File: src/rtl/sgi_pkg.sv
// ----------------------------------------------------------------------------
// sgi_pkg
// Types and constants shared by the segment intersection pipeline.
// ----------------------------------------------------------------------------
`default_nettype none

package sgi_pkg;

    localparam int FRAC_BITS_DEF = 8;
    localparam int COORD_W       = 15;
    localparam int DIFF_W        = 16;
    localparam int PROD_W        = 32;
    localparam int CROSS_W       = 33;
    localparam int NUM_W         = 49;
    localparam int REM_W         = 51;
    localparam int QUOT_W        = 18;
    localparam int TOLP_W        = 40;
    localparam int TOL_W         = 16;
    localparam logic [TOL_W-1:0] TOL_RESET = 16'd1;

    localparam logic [1:0] SGN_ZERO = 2'd0;
    localparam logic [1:0] SGN_POS  = 2'd1;
    localparam logic [1:0] SGN_NEG  = 2'd2;

    typedef struct packed {
        logic [COORD_W-1:0] p1_x;
        logic [COORD_W-1:0] p1_y;
        logic [COORD_W-1:0] p2_x;
        logic [COORD_W-1:0] p2_y;
        logic [COORD_W-1:0] q1_x;
        logic [COORD_W-1:0] q1_y;
        logic [COORD_W-1:0] q2_x;
        logic [COORD_W-1:0] q2_y;
    } t_in;

    typedef struct packed {
        logic               touches;
        logic               has_point;
        logic [COORD_W-1:0] cross_x;
        logic [COORD_W-1:0] cross_y;
    } t_out;

    // per-item control and operands that ride alongside the dividers
    typedef struct packed {
        logic                     valid;
        logic                     touch;
        logic                     den_ok;
        logic                     neg_t;
        logic                     neg_u;
        logic signed [DIFF_W-1:0] rx;
        logic signed [DIFF_W-1:0] ry;
        logic [COORD_W-1:0]       p1x;
        logic [COORD_W-1:0]       p1y;
    } t_side;

    typedef struct packed {
        t_side               side;
        logic [NUM_W-1:0]    num_t;
        logic [NUM_W-1:0]    num_u;
        logic [CROSS_W-1:0]  den_mag;
    } t_front;

endpackage

`default_nettype wire

File: src/rtl/sgi_place.sv
// ----------------------------------------------------------------------------
// sgi_place
// Range check of t and u, point placement, rounding and saturation.
// ----------------------------------------------------------------------------
`default_nettype none

module sgi_place #(
    parameter int FRAC_BITS = sgi_pkg::FRAC_BITS_DEF
) (
    input  wire logic                          i_clk,
    input  wire logic                          i_rst_n,
    input  wire logic                          i_en,
    input  wire sgi_pkg::t_side                i_side,
    input  wire logic [sgi_pkg::QUOT_W-1:0]    i_qt,
    input  wire logic                          i_big_t,
    input  wire logic [sgi_pkg::QUOT_W-1:0]    i_qu,
    input  wire logic                          i_big_u,
    input  wire logic [sgi_pkg::TOL_W-1:0]     i_tol,
    output logic                               o_valid,
    output sgi_pkg::t_out                      o_data
);

    localparam int TW = sgi_pkg::QUOT_W + 2;
    localparam int MW = TW + sgi_pkg::DIFF_W;
    localparam int VW = 22;
    localparam logic signed [VW-1:0] COORD_MAX = VW'(100) <<< FRAC_BITS;

    logic signed [TW-1:0] t, u, lo, hi;
    logic in_t, in_u;

    always_comb begin
        t  = i_side.neg_t ? -$signed(TW'(i_qt)) : $signed(TW'(i_qt));
        u  = i_side.neg_u ? -$signed(TW'(i_qu)) : $signed(TW'(i_qu));
        lo = -$signed(TW'(i_tol));
        hi = $signed(TW'(65536)) + $signed(TW'(i_tol));
        in_t = !i_big_t && (t >= lo) && (t <= hi);
        in_u = !i_big_u && (u >= lo) && (u <= hi);
    end

    // stage a: scale r by t
    logic r_a_valid, r_a_touch, r_a_hit;
    logic signed [MW-1:0] r_a_px, r_a_py;
    logic [sgi_pkg::COORD_W-1:0] r_a_p1x, r_a_p1y;

    always_ff @(posedge i_clk) begin
        if (!i_rst_n) begin
            r_a_valid <= 1'b0;
        end else if (i_en) begin
            r_a_valid <= i_side.valid;
        end
        if (i_en) begin
            r_a_touch <= i_side.touch;
            r_a_hit   <= i_side.den_ok && in_t && in_u;
            r_a_px    <= MW'(t) * MW'(i_side.rx);
            r_a_py    <= MW'(t) * MW'(i_side.ry);
            r_a_p1x   <= i_side.p1x;
            r_a_p1y   <= i_side.p1y;
        end
    end

    // round half up, add base, clamp to the coordinate range
    function automatic logic [sgi_pkg::COORD_W-1:0] place(
        input logic [sgi_pkg::COORD_W-1:0] base,
        input logic signed [MW-1:0] prod);
        logic signed [MW:0] rnd;
        logic signed [VW-1:0] v;
        rnd = (MW+1)'(prod) + (MW+1)'(32768);
        v = $signed({1'b0, base}) + VW'(rnd >>> 16);
        if (v < 0)              v = '0;
        else if (v > COORD_MAX) v = COORD_MAX;
        place = v[sgi_pkg::COORD_W-1:0];
    endfunction

    logic r_out_valid;
    sgi_pkg::t_out r_out;

    always_ff @(posedge i_clk) begin
        if (!i_rst_n) begin
            r_out_valid <= 1'b0;
        end else if (i_en) begin
            r_out_valid <= r_a_valid;
        end
        if (i_en) begin
            r_out.touches   <= r_a_touch;
            r_out.has_point <= r_a_hit;
            r_out.cross_x   <= r_a_hit ? place(r_a_p1x, r_a_px) : '0;
            r_out.cross_y   <= r_a_hit ? place(r_a_p1y, r_a_py) : '0;
        end
    end

    assign o_valid = r_out_valid;
    assign o_data  = r_out;

endmodule

`default_nettype wire

File: config.mk
export PLATFORM = sky130hd
export DESIGN_NAME = sgi_place
export DESIGN_NICKNAME = d
export VERILOG_FILES = /design/src/rtl/sgi_pkg.sv /design/src/rtl/sgi_place.sv
export SDC_FILE = /design/constraint.sdc
export NUM_CORES = 2
export LEC_CHECK = 0
export BUFFER_PORTS_ARGS = -buffer_cell sky130_fd_sc_hd__buf_2
export CAP_MARGIN = 30
export CORE_MARGIN = 5
export CORE_UTILIZATION = 55
export DETAILED_ROUTE_END_ITERATION = 16
export GPL_TIMING_DRIVEN = 0
export PLACE_DENSITY = 0.83
export SLEW_MARGIN = 0
export SYNTH_ARGS = -nofsm -noshare
export SYNTH_HDL_FRONTEND = slang
export SYNTH_SLANG_ARGS = --single-unit
File: constraint.sdc
create_clock -name i_clk -period 12 [get_ports i_clk]
set_clock_uncertainty 0.2 [all_clocks]
set_input_delay 1.8 -clock i_clk [delete_from_list [all_inputs] [get_ports i_clk]]
set_output_delay 1.8 -clock i_clk [all_outputs]
set_load 0.05 [all_outputs]
==> key figures <==
Status
  – Status: completed

Layout
  – Non-filler cells, final: 4365
  – Area grow syn2layout: 6.31%
  – Nets: 4631
  – Final instance area: 0.0337 mm2
  – Layout cell share with drive strength beyond 1: 5.45%

Die
  – Core ar.: 0.0574 mm2
  – Initial core utilization: 55.2%
  – Total I/O pin count: 157
  – Die height: 250 um
  – Core Rows: 88
  – Die area: 0.0624 mm2
  – Die X: 250 um

Hold path
  – Hold_sp: r_a_touch$_DFFE_PP_
  – Min-Delay Path Class: flip-flop to flip-flop

GRT
  – Largest net degree at the start of global routing: 79
  – Vias in the first global route: 25528
  – GRT Util Overall: 27.5%
  – Initial antenna violation count: 4
  – Global route overflow: 0
  – First-pass GRT wire length: 136 mm

Critical path
  – Crit path launch type: input port
  – CP max stage delay: 0.81 ns
  – Slowest cell on crit path: xnor2_1
  – WS Path Type: input port to flip-flop
  – Worst Path Arrival: 11.51 ns
  – Worst r2r src: r_a_px[15]$_DFFE_PP_
  – Worst EP required: 11.84 ns
  – CP endpoint kind: flip-flop
  – Critical Path Start: i_qt[0]
  – Max FO, Critical Path: 11
  – Most common cell on crit path: fa_1

STA
  – Min Tclk post-route: 11.67 ns
  – RSZ-0062 raised after global routing: no
  – Setup violators final: 0
  – Fmax: 85.7 MHz
  – Final Cycle Share: 97.3%
  – Minimum hold slack: 0.232 ns
  – Slew @ Worst Pin: 1.06 ns
  – Max transition margin: 28.7%
  – Setup tns final: 0 ns
  – Final Hold Viols: 0
  – Max-slew violations: 0

Routing
  – Detailed router's first-iteration violation count: 1907
  – Vias per Instance: 5.59
  – Vias: 24380
  – Wire length per cell: 19.3 um
  – Antenna viol nets, final: 0
  – Router iterations before antenna repair: 5
  – DRC Markers: 0
  – WL final: 84.3 mm

Synthesis
  – Ys flop type: edfxtp_1
  – Syn nets: 4482
  – Cells after Synth: 3443
  – Sequential area share after synthesis: 10.2%
  – Post-synth EDFFs: 106
  – FF+latch count, synth: 108
  – Top post-synthesis cells by area: fa_1 40%, ha_1 11%, edfxtp_1 10%
  – Asr flop ratio synth: 0%
  – Warnings from Yosys: 0
  – Mapped Area: 0.0317 mm2
  – Mean area per synthesized cell: 9.19 um2
  – Post-synth top area share: 40.2%
  – Most common cell in the netlist: inv_1
  – Cell taking the most area after synthesis: fa_1
  – Synth top cells by count: 814 x inv_1, 636 x fa_1, 387 x nand2_1
  – Netlist cell types: 86

Clock tree
  – Post-CTS sizing: 0
  – CTS Buffer Depth: 2
  – CTS buffer count: 9
  – CTS tree: done
  – Skew-Pair Late Insertion Delay: 0.37 ns
  – Post-CTS Hold Buffers: 0
  – Clk root buf: clkbuf_16
  – Post-CTS Setup Bufs: 0
  – CTS sink cnt: 108
  – CTS H-Tree Depth: 3
  – Clock slew at reported path FFs: 0.07 ns

Place
  – Placed cell area: 0.0334 mm2
  – I/O Buffers: 130
  – Hpwl dp: 69.9 mm
  – DP Cell Count: 4346
  – GP Congestion: 1.02

Run
  – MaxCap Viol Count: 0
layer usage:
| layer | vias up | share of wire, % | routed length [um] | track usage, % |
|---|---|---|---|---|
| li1 | 10835 | - | - | - |
| met1 | 11999 | 37 | 31000 | 34.8 |
| met2 | 1263 | 46 | 38600 | 44.5 |
| met3 | 279 | 12 | 10500 | 8.45 |
| met4 | 4 | 4.9 | 4170 | 10.5 |
| met5 | - | 0.038 | 32 | 0 |
cells by family (layout without fill, tap and decap cells):
kind of cell,after synthesis,after routing,share of synthesized area [%]
multiplexers,9,9,0.312
flip-flops,108,108,10.2
adder cells (fa/ha/maj),915,915,51.3
buffers and inverters,943,1097,11.2
other,0,3,0
AO/OA/AOI/OAI,307,307,6.72
AND/OR/NAND/NOR,1003,1003,16.0
XOR/XNOR,158,158,4.37
stage by stage:
step | utilization (%) | setup WS (ns)
after floorplan | - | 2.76
after global placement | 58.0 | 0.245
after detailed placement | 58.1 | 0.315
after CTS | 58.6 | 0.703
after global routing | 58.6 | 0.172
final | 58.7 | 0.328
layout make-up:
class	count	area, um2
tap	765	957
sequential	108	3220
inverter	816	3060
timing repair buffer	138	738
antenna	3	7.51
fill	4810	23700
buffer	127	478
multi-input combinational	2392	24900
clock inverter	7	62.6
clock buffer	9	225
flip-flops by register name, summed over array words and instances, names as in the netlist:
name and count:
o_data 32, o_valid 1, r_a_hit 1, r_a_p1x 15, r_a_p1y 15, r_a_px 21, r_a_py 21, r_a_touch 1
r_a_valid 1
worst max-delay path: cells and delay by family:
family,cells,cell delay (ns)
AO/OA/AOI/OAI,9,2.34
adder cells (fa/ha/maj),8,3.72
XOR/XNOR,2,1.48
AND/OR/NAND/NOR,3,0.40
buffers and inverters,7,1.76
final timing paths:
path | to | slack, ns | cells past startpoint
worst max register to register | o_data[21]$_SDFFCE_PP0P_ | 7.23 | 14
worst min-delay path | o_data[31]$_DFFE_PP_ | 0.23 | 0
worst min register to register | o_data[31]$_DFFE_PP_ | 0.23 | 0
worst max-delay path | r_a_py[35]$_DFFE_PP_ | 0.33 | 29
placed cells by master, fill, tap and decap left out, types with 12 or more instances in the layout:
cell type and count:
nor3_1 26, nand4_1 35, o21a_1 18, o31ai_1 14, o21ai_0 56, and2_1 273
fa_1 636, buf_2 131, nor2_1 132, nor2b_1 18, xor2_1 45, xnor2_1 112
ha_1 279, nand2_1 387, edfxtp_1 106, a21o_1 50, a21oi_1 72, clkbuf_1 124
inv_1 814, nand2b_1 17, a211oi_1 12, nand3_1 38
Power is not shown: default switching activity piles up to over one toggle a cycle in this logic, so the estimate is an artifact.
